`src/hbk2ps2_pkg.sv`:
```
// shared types, scan code tables and lookup for the boot keyboard to set-1 converter
`default_nettype none

package hbk2ps2_pkg;

    localparam logic [7:0] PREFIX_BYTE = 8'hE0;
    localparam logic [7:0] BREAK_BIT   = 8'h80;
    localparam logic [7:0] USAGE_FIRST = 8'h04;
    localparam logic [7:0] USAGE_LAST  = 8'h65;
    localparam int         USAGE_NUM   = 98;
    localparam int         MOD_BITS    = 8;

    // set-1 code with extended flag in the top bit
    typedef struct packed {
        logic       ext;
        logic [7:0] code;
    } t_code;

    typedef struct packed {
        logic load;       // input transfer taken
        logic rw;         // read old history, write new report
        logic step_byte;  // emit prefix or code of the current step
        logic step_next;  // move to the next step
        logic flush;      // push the held byte out as the final one
    } t_cmd;

    typedef struct packed {
        logic is_report;    // offered item is a full report for a known device
        logic step_emit;    // current step produces a byte
        logic ext_pending;  // prefix still to go before the code
        logic last_step;
        logic hold_valid;
        logic out_free;
    } t_stat;

    // usages 0x04 .. 0x65, zero means no set-1 code
    localparam t_code USAGE_CODES [0:USAGE_NUM-1] = '{
        9'h01E, 9'h030, 9'h02E, 9'h020, 9'h012, 9'h021, 9'h022, 9'h023,
        9'h017, 9'h024, 9'h025, 9'h026, 9'h032, 9'h031, 9'h018, 9'h019,
        9'h010, 9'h013, 9'h01F, 9'h014, 9'h016, 9'h02F, 9'h011, 9'h02D,
        9'h015, 9'h02C, 9'h002, 9'h003, 9'h004, 9'h005, 9'h006, 9'h007,
        9'h008, 9'h009, 9'h00A, 9'h00B, 9'h01C, 9'h001, 9'h00E, 9'h00F,
        9'h039, 9'h00C, 9'h00D, 9'h01A, 9'h01B, 9'h02B, 9'h000, 9'h027,
        9'h028, 9'h029, 9'h033, 9'h034, 9'h035, 9'h03A, 9'h03B, 9'h03C,
        9'h03D, 9'h03E, 9'h03F, 9'h040, 9'h041, 9'h042, 9'h043, 9'h044,
        9'h057, 9'h058, 9'h000, 9'h000, 9'h000, 9'h152, 9'h147, 9'h149,
        9'h153, 9'h14F, 9'h151, 9'h14D, 9'h14B, 9'h150, 9'h148, 9'h045,
        9'h135, 9'h037, 9'h04A, 9'h04E, 9'h11C, 9'h04F, 9'h050, 9'h051,
        9'h04B, 9'h04C, 9'h04D, 9'h047, 9'h048, 9'h049, 9'h052, 9'h053,
        9'h056, 9'h15D
    };

    // modifier bits 0 .. 7
    localparam t_code MOD_CODES [0:MOD_BITS-1] = '{
        9'h01D, 9'h02A, 9'h038, 9'h15B, 9'h11D, 9'h036, 9'h138, 9'h15C
    };

    function automatic t_code lookup_usage(input logic [7:0] usage);
        logic [7:0] idx;
        t_code      res;
        idx = usage - USAGE_FIRST;
        res = '0;
        if (usage >= USAGE_FIRST && usage <= USAGE_LAST) begin
            res = USAGE_CODES[idx[6:0]];
        end
        return res;
    endfunction

endpackage

`default_nettype wire

```
`src/hid_boot_kbd_to_ps2_set1_core.sv`:
```
// top level of the boot keyboard report to PS/2 set-1 byte converter
`default_nettype none

// Takes one boot keyboard report (or a history clear) per input transfer and
// sends the set-1 bytes it causes, one per output transfer, tlast on the final
// byte of a report. A clear, a short report or an unknown device is taken
// without leaving the idle state and sends nothing. A full report is latched,
// then its device history is fetched and replaced, then the sequencer walks the
// 8 + 2*KEY_SLOTS compare steps, sending an 0xE0 prefix before each extended
// code (up to 4 from the modifiers and one per key step), and at last releases
// the final byte. Output back-pressure stalls the step sequencer, which feeds
// the single held byte in front of the output register.
// History sits in a memory of NUM_DEVICES entries with one valid flag each,
// so it reads as zero straight after reset.
module hid_boot_kbd_to_ps2_set1_core #(
    parameter int NUM_DEVICES = 8,
    parameter int KEY_SLOTS   = 6
) (
    input  logic        i_clk,
    input  logic        i_rst_n,
    input  logic        i_s_axis_tvalid,
    output logic        o_s_axis_tready,
    // [2:0] device, [6:3] report_length, [14:7] modifiers,
    // [22:15] key_0 .. [62:55] key_5, [63] zero
    input  logic [63:0] i_s_axis_tdata,
    input  logic        i_s_axis_tuser,   // [0] kind
    output logic        o_m_axis_tvalid,
    input  logic        i_m_axis_tready,
    output logic [7:0]  o_m_axis_tdata,   // [7:0] scan_byte
    output logic        o_m_axis_tlast    // last_byte
);
    import hbk2ps2_pkg::*;

    t_cmd  cmd;
    t_stat stat;

    hbk2ps2_ctrl u_ctrl (
        .i_clk     (i_clk),
        .i_rst_n   (i_rst_n),
        .i_s_valid (i_s_axis_tvalid),
        .i_stat    (stat),
        .o_cmd     (cmd),
        .o_s_ready (o_s_axis_tready)
    );

    hbk2ps2_dp #(
        .NUM_DEVICES (NUM_DEVICES),
        .KEY_SLOTS   (KEY_SLOTS)
    ) u_dp (
        .i_clk      (i_clk),
        .i_rst_n    (i_rst_n),
        .i_s_tdata  (i_s_axis_tdata),
        .i_s_tuser  (i_s_axis_tuser),
        .i_cmd      (cmd),
        .o_stat     (stat),
        .i_m_tready (i_m_axis_tready),
        .o_m_tvalid (o_m_axis_tvalid),
        .o_m_tdata  (o_m_axis_tdata),
        .o_m_tlast  (o_m_axis_tlast)
    );

endmodule

`default_nettype wire

```
`src/hbk2ps2_ctrl.sv`:
```
// sequencer that walks a report through history fetch, steps and final byte
`default_nettype none

module hbk2ps2_ctrl (
    input  logic                i_clk,
    input  logic                i_rst_n,
    input  logic                i_s_valid,
    input  hbk2ps2_pkg::t_stat  i_stat,
    output hbk2ps2_pkg::t_cmd   o_cmd,
    output logic                o_s_ready
);
    import hbk2ps2_pkg::*;

    localparam logic [1:0] ST_IDLE  = 2'd0;
    localparam logic [1:0] ST_RW    = 2'd1;
    localparam logic [1:0] ST_SCAN  = 2'd2;
    localparam logic [1:0] ST_FLUSH = 2'd3;

    logic [1:0] r_state;
    logic [1:0] n_state;
    logic       can_push;

    assign o_s_ready = (r_state == ST_IDLE);
    // a new byte displaces the held one only if the output register can take it
    assign can_push  = !i_stat.hold_valid || i_stat.out_free;

    always_comb begin
        n_state = r_state;
        o_cmd   = '0;
        case (r_state)
            ST_IDLE: begin
                if (i_s_valid) begin
                    o_cmd.load = 1'b1;
                    if (i_stat.is_report) begin
                        n_state = ST_RW;
                    end
                end
            end
            ST_RW: begin
                o_cmd.rw = 1'b1;
                n_state  = ST_SCAN;
            end
            ST_SCAN: begin
                if (i_stat.step_emit) begin
                    if (can_push) begin
                        o_cmd.step_byte = 1'b1;
                        if (!i_stat.ext_pending) begin
                            o_cmd.step_next = 1'b1;
                            if (i_stat.last_step) begin
                                n_state = ST_FLUSH;
                            end
                        end
                    end
                end else begin
                    o_cmd.step_next = 1'b1;
                    if (i_stat.last_step) begin
                        n_state = ST_FLUSH;
                    end
                end
            end
            ST_FLUSH: begin
                if (!i_stat.hold_valid) begin
                    n_state = ST_IDLE;
                end else if (i_stat.out_free) begin
                    o_cmd.flush = 1'b1;
                    n_state     = ST_IDLE;
                end
            end
            default: begin
                n_state = ST_IDLE;
            end
        endcase
    end

    always_ff @(posedge i_clk) begin
        if (!i_rst_n) begin
            r_state <= ST_IDLE;
        end else begin
            r_state <= n_state;
        end
    end

endmodule

`default_nettype wire

```
`src/hbk2ps2_dp.sv`:
```
// datapath: report latch, history memory, step decode, held byte and output register
`default_nettype none

module hbk2ps2_dp #(
    parameter int NUM_DEVICES = 8,
    parameter int KEY_SLOTS   = 6
) (
    input  logic                i_clk,
    input  logic                i_rst_n,
    input  logic [63:0]         i_s_tdata,
    input  logic                i_s_tuser,
    input  hbk2ps2_pkg::t_cmd   i_cmd,
    output hbk2ps2_pkg::t_stat  o_stat,
    input  logic                i_m_tready,
    output logic                o_m_tvalid,
    output logic [7:0]          o_m_tdata,
    output logic                o_m_tlast
);
    import hbk2ps2_pkg::*;

    localparam int NSTEPS = MOD_BITS + 2 * KEY_SLOTS;
    localparam int STEP_W = $clog2(NSTEPS);
    localparam int SLOT_W = (KEY_SLOTS > 1) ? $clog2(KEY_SLOTS) : 1;
    localparam int DEV_AW = (NUM_DEVICES > 1) ? $clog2(NUM_DEVICES) : 1;
    localparam int WORD_W = 8 + 8 * KEY_SLOTS;

    // input field positions in tdata
    logic [2:0] in_device;
    logic [3:0] in_length;
    logic [7:0] in_mods;
    logic       in_dev_ok;

    assign in_device = i_s_tdata[2:0];
    assign in_length = i_s_tdata[6:3];
    assign in_mods   = i_s_tdata[14:7];
    assign in_dev_ok = ({5'b0, in_device} < 8'(NUM_DEVICES));

    // latched report
    logic [2:0]  r_device;
    logic [7:0]  r_mods;
    logic [7:0]  r_keys [KEY_SLOTS];
    logic [DEV_AW-1:0] addr;

    assign addr = DEV_AW'(r_device);

    always_ff @(posedge i_clk) begin
        if (i_cmd.load) begin
            r_device <= in_device;
            r_mods   <= in_mods;
            for (int k = 0; k < KEY_SLOTS; k++) begin
                r_keys[k] <= i_s_tdata[15 + 8 * k +: 8];
            end
        end
    end

    // history store, read-first so the old entry is fetched as the new one goes in
    logic [WORD_W-1:0] mem_hist [NUM_DEVICES];
    logic [WORD_W-1:0] r_rd_word;
    logic              r_rd_valid;
    logic [NUM_DEVICES-1:0] r_valid;
    logic [WORD_W-1:0] wr_word;

    always_comb begin
        wr_word[7:0] = r_mods;
        for (int k = 0; k < KEY_SLOTS; k++) begin
            wr_word[8 + 8 * k +: 8] = r_keys[k];
        end
    end

    always_ff @(posedge i_clk) begin
        if (i_cmd.rw) begin
            r_rd_word      <= mem_hist[addr];
            r_rd_valid     <= r_valid[addr];
            mem_hist[addr] <= wr_word;
        end
    end

    // an entry not marked valid reads as all zero
    always_ff @(posedge i_clk) begin
        if (!i_rst_n) begin
            r_valid <= '0;
        end else if (i_cmd.rw) begin
            r_valid[addr] <= 1'b1;
        end else if (i_cmd.load && i_s_tuser && in_dev_ok) begin
            r_valid[DEV_AW'(in_device)] <= 1'b0;
        end
    end

    logic [7:0] prev_mods;
    logic [7:0] prev_keys [KEY_SLOTS];

    always_comb begin
        prev_mods = r_rd_valid ? r_rd_word[7:0] : 8'h00;
        for (int k = 0; k < KEY_SLOTS; k++) begin
            prev_keys[k] = r_rd_valid ? r_rd_word[8 + 8 * k +: 8] : 8'h00;
        end
    end

    // step decode: modifiers, then makes, then breaks
    logic [STEP_W-1:0] r_step;
    logic              r_pfx_done;
    logic              is_mod;
    logic              is_make;
    logic [STEP_W-1:0] step_off;
    logic [SLOT_W-1:0] slot;
    logic [7:0]        sel_key;
    logic              hit;
    logic              cond;
    logic              brk;
    t_code             code;
    logic [7:0]        step_val;

    assign is_mod  = (r_step < STEP_W'(MOD_BITS));
    assign is_make = (r_step < STEP_W'(MOD_BITS + KEY_SLOTS));

    always_comb begin
        step_off = is_make ? STEP_W'(r_step - STEP_W'(MOD_BITS))
                           : STEP_W'(r_step - STEP_W'(MOD_BITS + KEY_SLOTS));
        slot     = step_off[SLOT_W-1:0];
        sel_key  = is_make ? r_keys[slot] : prev_keys[slot];
        hit      = 1'b0;
        for (int j = 0; j < KEY_SLOTS; j++) begin
            if ((is_make ? prev_keys[j] : r_keys[j]) == sel_key) begin
                hit = 1'b1;
            end
        end
        if (is_mod) begin
            cond = (r_mods[r_step[2:0]] != prev_mods[r_step[2:0]]);
            brk  = !r_mods[r_step[2:0]];
            code = MOD_CODES[r_step[2:0]];
        end else begin
            cond = (sel_key != 8'h00) && !hit;
            brk  = !is_make;
            code = lookup_usage(sel_key);
        end
        step_val = (code.ext && !r_pfx_done) ? PREFIX_BYTE
                                             : (code.code | (brk ? BREAK_BIT : 8'h00));
    end

    always_ff @(posedge i_clk) begin
        if (i_cmd.load) begin
            r_step     <= '0;
            r_pfx_done <= 1'b0;
        end else if (i_cmd.step_next) begin
            r_step     <= STEP_W'(r_step + 1'b1);
            r_pfx_done <= 1'b0;
        end else if (i_cmd.step_byte) begin
            r_pfx_done <= 1'b1;
        end
    end

    // held byte waits until the next one shows whether it is the final one
    logic       r_hold_valid;
    logic [7:0] r_hold_byte;
    logic       r_out_valid;
    logic [7:0] r_out_byte;
    logic       r_out_last;
    logic       out_free;

    assign out_free = !r_out_valid || i_m_tready;

    always_ff @(posedge i_clk) begin
        if (!i_rst_n) begin
            r_hold_valid <= 1'b0;
            r_out_valid  <= 1'b0;
        end else begin
            if (r_out_valid && i_m_tready) begin
                r_out_valid <= 1'b0;
            end
            if (i_cmd.step_byte) begin
                r_hold_valid <= 1'b1;
                if (r_hold_valid) begin
                    r_out_valid <= 1'b1;
                end
            end else if (i_cmd.flush) begin
                r_hold_valid <= 1'b0;
                r_out_valid  <= 1'b1;
            end
        end
    end

    always_ff @(posedge i_clk) begin
        if (i_cmd.step_byte) begin
            r_hold_byte <= step_val;
            if (r_hold_valid) begin
                r_out_byte <= r_hold_byte;
                r_out_last <= 1'b0;
            end
        end else if (i_cmd.flush) begin
            r_out_byte <= r_hold_byte;
            r_out_last <= 1'b1;
        end
    end

    assign o_m_tvalid = r_out_valid;
    assign o_m_tdata  = r_out_byte;
    assign o_m_tlast  = r_out_last;

    assign o_stat.is_report   = !i_s_tuser && in_length[3] && in_dev_ok;
    assign o_stat.step_emit   = cond && (code != '0);
    assign o_stat.ext_pending = code.ext && !r_pfx_done;
    assign o_stat.last_step   = (r_step == STEP_W'(NSTEPS - 1));
    assign o_stat.hold_valid  = r_hold_valid;
    assign o_stat.out_free    = out_free;

endmodule

`default_nettype wire

```
`config.mk`:
```
export PLATFORM = sky130hd
export DESIGN_NAME = hid_boot_kbd_to_ps2_set1_core
export DESIGN_NICKNAME = d
export VERILOG_FILES = /design/src/hbk2ps2_pkg.sv /design/src/hid_boot_kbd_to_ps2_set1_core.sv /design/src/hbk2ps2_ctrl.sv /design/src/hbk2ps2_dp.sv
export SDC_FILE = /design/constraint.sdc
export NUM_CORES = 1
export LEC_CHECK = 0
export BUFFER_PORTS_ARGS = -buffer_cell sky130_fd_sc_hd__buf_2
export CORE_ASPECT_RATIO = 1.1
export CORE_MARGIN = 3
export CORE_UTILIZATION = 40
export DETAILED_ROUTE_END_ITERATION = 12
export PLACE_DENSITY_LB_ADDON = 0.25
export SYNTH_ARGS = -nofsm -noshare
export SYNTH_HDL_FRONTEND = slang
export SYNTH_HIERARCHICAL = 1
export SYNTH_SLANG_ARGS = --single-unit
```
`constraint.sdc`:
```
create_clock -name i_clk -period 6.7 [get_ports i_clk]
set_clock_uncertainty 0.15 [all_clocks]
set_input_delay 0.335 -clock i_clk [delete_from_list [all_inputs] [get_ports i_clk]]
set_output_delay 0.335 -clock i_clk [all_outputs]
set_load 0.01 [all_outputs]
```
==> out/metrics.cfg, run 1 <==
[clock_network]
clkLatencyLatePin_ps=640
cts_max_path_buffers=3
ctsRootBufferMaster=clkbuf_16
numCtsBuffers=60
cts_tree=done
clk_pin_slew_ps=60
cts-htree-levels=2
cts_setup_buffers=0
clock-sinks=599

[timing]
setup_tns_ps=0
fin_hold_ws_ps=151.4
rsz0062_at_grt=no
period_share_pct=86.57
slew_viol_final=0
tightest_slew_ps=1106
relSlewSlack_pct=26.23
final-setup-viol-count=0
fin_ws_ps=899.8
final_hold_viol_count=0
max_freq_ghz=0.1724
finalCriticalPeriod_ps=5800

[place]
port_buffers=75
dp_slack_ps=983.2
place.gp.congestion=0.8564
place_hpwl_um=38910

[cells_and_area]
multiInputGateArea_um2=7505
final_util_pct=46.74
fin_nets=1933
syn_to_final_growth_pct=15.49
seq_area_um2=17810
nFillCells=5524
antenna_cells=0
drive_above_1_share_pct=20.18

[critical_path]
end_kind=register
cp_data_arrival_time_ps=6190
crit_type=register to register
rr_endpoint=u_dp/o_m_tvalid$_SDFF_PN0_
startpoint_type=register
rr_worst_depth=18
crit_path_start=u_dp/r_step[2]$_SDFFE_PP0P_
r2r-start=u_dp/r_step[2]$_SDFFE_PP0P_
reg2reg_slack_ps=900
crit_end=u_dp/o_m_tvalid$_SDFF_PN0_
critPathMaxFanout=39
crit_required_ps=7090

[die]
rows=97
start_util_pct=40.47
boundaryPins=80
dieArea_um2=67550
dieWidth_um=248.1
placeableCoreArea_um2=63720
fp.dieH_um=272.3

[drt]
routedWlPerCell_um=24.19
drc=0
ant_nets=0
drtIter0Drc=1381
vias=15600
avgViaCountPerCell=5.717
dr.pass1.iters=5
wl_um=66010

[yosys]
yosys_most_used_dff=edfxtp_1
yosysTopAreaCellShare_pct=67.66
synth-warning-count=6
synth_seq_cells=599
synth_nets=1803
synth_area_leaders=edfxtp_1 68%, mux2_2 4.8%, mux2i_1 2.3%
syn_area_per_cell_um2=15.11
postSynth.asyncResetShare_pct=0
yosysUniqueCellTypes=79
synth_area_um2=25790
synthCells=1707
synth_edf_count=581
synth_top_cell_by_area=edfxtp_1
synth-seq-area-share_pct=69.06

[grt]
grt_overflow=0
grt_util_all_layers_pct=19.47
grt_first_pass_wirelength_um=98950
grt_max_degree=127
antenna_found_initial=1
grt_pass1_vias=15510

[worst_hold_path]
hp-class=primary input to register
worstHoldStart=i_s_axis_tvalid

[power_and_ir_drop]
power_leakage_nw=9.865
power_mw=11.83
ir_worst_vdd_mv=0.2355
powerDensity_nw_per_um2=397.1

[run]
drv_cap=0

[status]
outcome=completed

## routing by layer
metal / part of all wire [%] / wire (µm) / track usage, % / vias up
li1: - / - / - / 7036
met1: 43 / 28500 / 27.06 / 7976
met2: 49 / 32080 / 31.75 / 493
met3: 5.5 / 3611 / 2.461 / 96
met4: 2.7 / 1814 / 6.406 / 0
met5: 0 / 0 / 0 / -
## kinds of logic after synthesis
family | Yosys count | share of synthesized area, %
DFF | 599 | 69.06
AOI/OAI and AO/OA | 389 | 10.63
adders and majority gates | 27 | 1.310
buffers and inverters | 142 | 2.281
xor gates and xnor gates | 55 | 1.926
muxes | 193 | 9.113
and+or+nand+nor | 302 | 5.682
## where the power goes
| group | switching [mW] | internal (mW) |
|---|---|---|
| sequential | 0.437 | 4.82 |
| combinational | 2.05 | 1.26 |
| clock | 1.42 | 1.84 |
## synth_stat cells (22+ instances only)
cell type,number
a21oi_1,97
a221oi_1,43
a22oi_1,52
and3_1,49
clkbuf_1,80
edfxtp_1,581
ha_1,27
mux2_2,110
mux2i_1,60
mux4_2,22
nand2_1,85
nor2_1,84
o21ai_0,38
o221ai_1,29
o22ai_1,28
xnor2_1,45
## flip-flops by register name, summed over array words and instances, names as in the netlist
| signal | count |
|---|---|
| u_dp/r_pfx_done | 1 |
| u_dp/mem_hist | 448 |
| u_dp/o_m_tdata | 8 |
| u_dp/r_keys | 48 |
| u_dp/addr | 3 |
| u_dp/r_rd_valid | 1 |
| u_dp/r_valid | 8 |
| u_dp/r_mods | 8 |
| u_ctrl/r_state | 2 |
| u_dp/o_m_tlast | 1 |
| u_dp/o_m_tvalid | 1 |
| u_dp/r_rd_word | 56 |
| u_dp/r_hold_byte | 8 |
| u_dp/r_step | 5 |
| u_dp/r_hold_valid | 1 |
## worst max-delay path: stages (launching register included)
cell and delay [ps]:
dfxtp_1 550, ha_1 320, a21o_2 160, buf_4 390
buf_4 320, o22ai_2 170, inv_2 90, ha_1 210
inv_1 70, or4b_4 550, xor2_2 520, and2_1 280
a221oi_1 110, a31oi_2 250, nand4_1 120, o41a_1 450
and3_1 310, mux2_2 430, o21a_1 200
## how the worst min path moves through the flow
stage	depth (start not counted)	endpoint	slack, ps
3_3_place_gp	0	u_dp/o_m_tdata[6]$_DFFE_PP_	260
3_5_place_dp	0	u_dp/o_m_tdata[1]$_DFFE_PP_	250
4_1_cts	5	u_ctrl/r_state[1]$_SDFFE_PN0P_	110
5_1_grt	5	u_ctrl/r_state[1]$_SDFFE_PN0P_	170
2_1_floorplan	0	u_dp/o_m_tdata[0]$_DFFE_PP_	250
6_report	5	u_ctrl/r_state[1]$_SDFFE_PN0P_	150
## per-stage QoR
stage          instance area [µm²]  cells
6_report                     29780   2729
5_1_grt                      29780   2729
4_1_cts                      29780   2729
2_1_floorplan                25800   1707
3_5_place_dp                 27240   2553
3_3_place_gp                 27240   2553
## timing repair
action	CTS	global route
hold endpoints to repair	71	0
hold buffers	63	0
gates resized for setup	0	0
endpoints found under the setup margin	0	0
## cell usage in the layout (no fill, tap or decap), types with 8 or more instances in the layout
cell type,Yosys,layout
edfxtp_1,581,581
mux2_2,110,110
a21oi_1,97,96
nand2_1,85,85
nor2_1,84,76
buf_2,8,75
dlygate4sd3_1,0,63
clkbuf_16,0,60
mux2i_1,60,60
a22oi_1,52,52
and3_1,49,49
xnor2_1,45,45
a221oi_1,43,43
buf_4,6,43
o21ai_0,38,38
o221ai_1,29,29
o22ai_1,28,27
ha_1,27,26
mux4_2,22,22
inv_1,21,21
a31oi_1,21,21
dfxtp_1,18,17
clkinv_1,2,16
nand3_1,16,16
clkinv_2,0,14
clkbuf_1,80,11
nor2b_1,10,10
nor4_1,9,9
a22o_1,8,8
a221o_1,8,8
nor3_1,12,8
o211ai_1,8,8
xor2_1,8,8
## area by class of cell
type / instances / share of cell area (%)
clock inverter: 42 / 1.244
multi-input combinational: 966 / 25.20
clock buffer: 71 / 5.180
sequential: 599 / 59.80
inverter: 25 / 0.3151
timing repair buffer: 185 / 4.731
tap: 841 / 3.533
(Power assumes the default switching activity.)
==> run 2, diff against run 1 <==
SYNTH_HIERARCHICAL = unset   (was 1)
==> run 2 against run 1 <==
Effect of this change:
- sequential power decreased by 2%
- fmax is 1.5% lower
- first-iteration DRC count fell by 2.7%
- cell count is 5.1% lower
- synthesized area up 2.2%
- total power shrank 4.9%
- critical path depth fell by 4
- register-to-register slack worse by 90 ps
- largest power group unchanged
==> out/metrics.cfg, run 2 <==
[timing]
fin_ws_ps=810.7
period_share_pct=87.90
final_hold_viol_count=0
max_freq_ghz=0.1698
tightest_slew_ps=1032
slew_viol_final=0
finalCriticalPeriod_ps=5889
rsz0062_at_grt=no
setup_tns_ps=0
fin_hold_ws_ps=137.3
relSlewSlack_pct=30.92
final-setup-viol-count=0

[run]
drv_cap=0

[die]
rows=98
dieWidth_um=250.7
fp.dieH_um=275.2
dieArea_um2=69000
start_util_pct=40.47
boundaryPins=80
placeableCoreArea_um2=65110

[drt]
wl_um=64710
routedWlPerCell_um=24.98
vias=14710
drtIter0Drc=1344
avgViaCountPerCell=5.679
ant_nets=0
drc=0
dr.pass1.iters=5

[cells_and_area]
drive_above_1_share_pct=25.62
regMostFlops=u_dp.mem_hist
final_util_pct=46.42
antenna_cells=0
top_regs=u_dp.mem_hist: 448 flops, u_dp.r_rd_word: 56 flops, u_dp.r_keys: 48 flops
layout_common_cells=581 x edfxtp_1, 129 x mux4_2, 80 x mux2_2, 75 x buf_2, 67 x nand2_1
syn_to_final_growth_pct=14.69
final_common_cell=edfxtp_1
largest_reg_flops=448
final_cell_area_um2=30230
final_cell_count_no_fill=2591
fin_nets=1792

[place]
place.gp.congestion=0.9092
port_buffers=75
placed_cells=2426
dpl_cell_area_um2=27860
place_hpwl_um=40900
dp_slack_ps=837.8

[critical_path]
crit_path_start=u_dp.r_step[0]$_SDFFE_PP0P_
crit_type=register to register
cp_data_arrival_time_ps=6010
worst_path_max_delay_cell=dfxtp_2
worstPathCellList=buf_4 -> mux2_2 -> a222oi_1 -> buf_4 -> mux2i_1 -> nor2_1 -> buf_4 -> nand2_1 -> o311ai_0 -> o21ai_0 -> a211o_1 -> and4_1 -> a311oi_2 -> and2_1
reg2reg_slack_ps=810
r2r-start=u_dp.r_step[0]$_SDFFE_PP0P_
slowest_delay_ps=740
rr_worst_depth=14
startpoint_type=register
path_common_cell=buf_4
crit_required_ps=6820
critPathMaxFanout=24
crit_end=u_dp.r_hold_byte[2]$_SDFFCE_PN0P_
rr_endpoint=u_dp.r_hold_byte[2]$_SDFFCE_PN0P_
end_kind=register

[yosys]
synth-seq-area-share_pct=67.57
yosysTopAreaCellShare_pct=66.20
synth_seq_cells=599
synth_top_cell_by_area=edfxtp_1
postSynth.asyncResetShare_pct=0
synth_nets=1632
syn_area_per_cell_um2=17.15
synth_area_leaders=edfxtp_1 66%, mux4_2 11%, mux2_2 3.4%
synth_edf_count=581
synth-warning-count=0
synthCells=1537
yosys_most_used_dff=edfxtp_1
yosysUniqueCellTypes=93
synth_common_cells=581 x edfxtp_1, 129 x mux4_2, 80 x mux2_2
yosysMostFrequentCell=edfxtp_1
synth_area_um2=26350

[clock_network]
clock-sinks=599
cts_tree=done
cts_max_path_buffers=3
ctsRootBufferMaster=clkbuf_16
clk_pin_slew_ps=60
cts-htree-levels=2
numCtsBuffers=57
clkLatencyLatePin_ps=620
cts_setup_buffers=0

[worst_hold_path]
hp-class=primary input to register
worstHoldStart=i_s_axis_tuser

[grt]
grt_overflow=0
grt_util_all_layers_pct=18.81
grt_pass1_vias=15170
antenna_found_initial=1
grt_first_pass_wirelength_um=97300
grt_max_degree=116

[power_and_ir_drop]
p_int_mw=7.690
power_frac_seq_pct=45.7
swShare_pct=31.67
power_mw=11.25
power.switching_mw=3.563
pwr-share-comb_pct=27.6
power_leakage_nw=9.751
power_frac_clock_pct=26.7
ir_worst_vdd_mv=0.2788
powerDensity_nw_per_um2=372.3

[status]
outcome=completed

[run 2: worst max-delay path, delay by kind of cell, from the launching register on]
kind | cells | cell delay, ps
AO/OA/AOI/OAI | 5 | 1690
AND/OR/NAND/NOR | 4 | 1420
buffers and inverters | 3 | 950
flip-flops | 1 | 740
multiplexers | 2 | 570
[run 2: repair_timing]
action                    CTS  global route
hold buffers               62             0
hold endpoints to repair   70             0
gates resized for setup     0             0
[run 2: area by class of cell]
cell class / instances / area (µm²)
multi-input cells: 830 / 8147
clock buffers: 69 / 1471
well taps: 850 / 1064
repair buffers: 186 / 1376
fillers: 5536 / 34880
clock inverters: 34 / 270.3
inverters: 23 / 87.58
flip-flops and latches: 599 / 17810
[run 2: kinds of logic (layout without fill, tap and decap cells)]
family                   count (synthesis)  count (layout)  share of synthesized area (%)
flip-flops                             599             599                          67.57
XOR/XNOR                                76              76                          2.554
AO/OA/AOI/OAI                          223             223                          5.902
buffers and inverters                  108             312                          1.818
AND/OR/NAND/NOR                        266             266                          5.223
adder cells (fa/ha/maj)                 26              26                          1.234
multiplexers                           239             239                          15.70
[run 2: worst min path at each step]
stage,depth (start not counted),to
after floorplan,0,u_dp.o_m_tdata[0]$_DFFE_PP_
after global placement,0,u_dp.o_m_tdata[7]$_DFFE_PP_
after detailed placement,0,u_dp.o_m_tdata[7]$_DFFE_PP_
after CTS,3,u_dp.r_valid[4]$_SDFFE_PN0P_
after global routing,3,u_dp.r_valid[0]$_SDFFE_PN0P_
final,3,u_dp.r_valid[4]$_SDFFE_PN0P_
[run 2: routing by layer]
layer | track usage (%) | part of all wire [%]
met5 | 0 | 0.017
met4 | 5.298 | 2.5
met3 | 2.619 | 4.7
met2 | 31.74 | 49
met1 | 25.71 | 44
[run 2: power groups by stage]
| stage | Sequential, mW | Clock, mW | Combinational (mW) |
|---|---|---|---|
| floorplan | 5.00 | 0 | 2.22 |
| global placement | 5.19 | 0 | 3.09 |
| detailed placement | 5.22 | 0 | 3.08 |
| CTS | 5.14 | 3.09 | 3.12 |
| global route | 5.18 | 3.22 | 3.35 |
| finish | 5.14 | 3.01 | 3.10 |
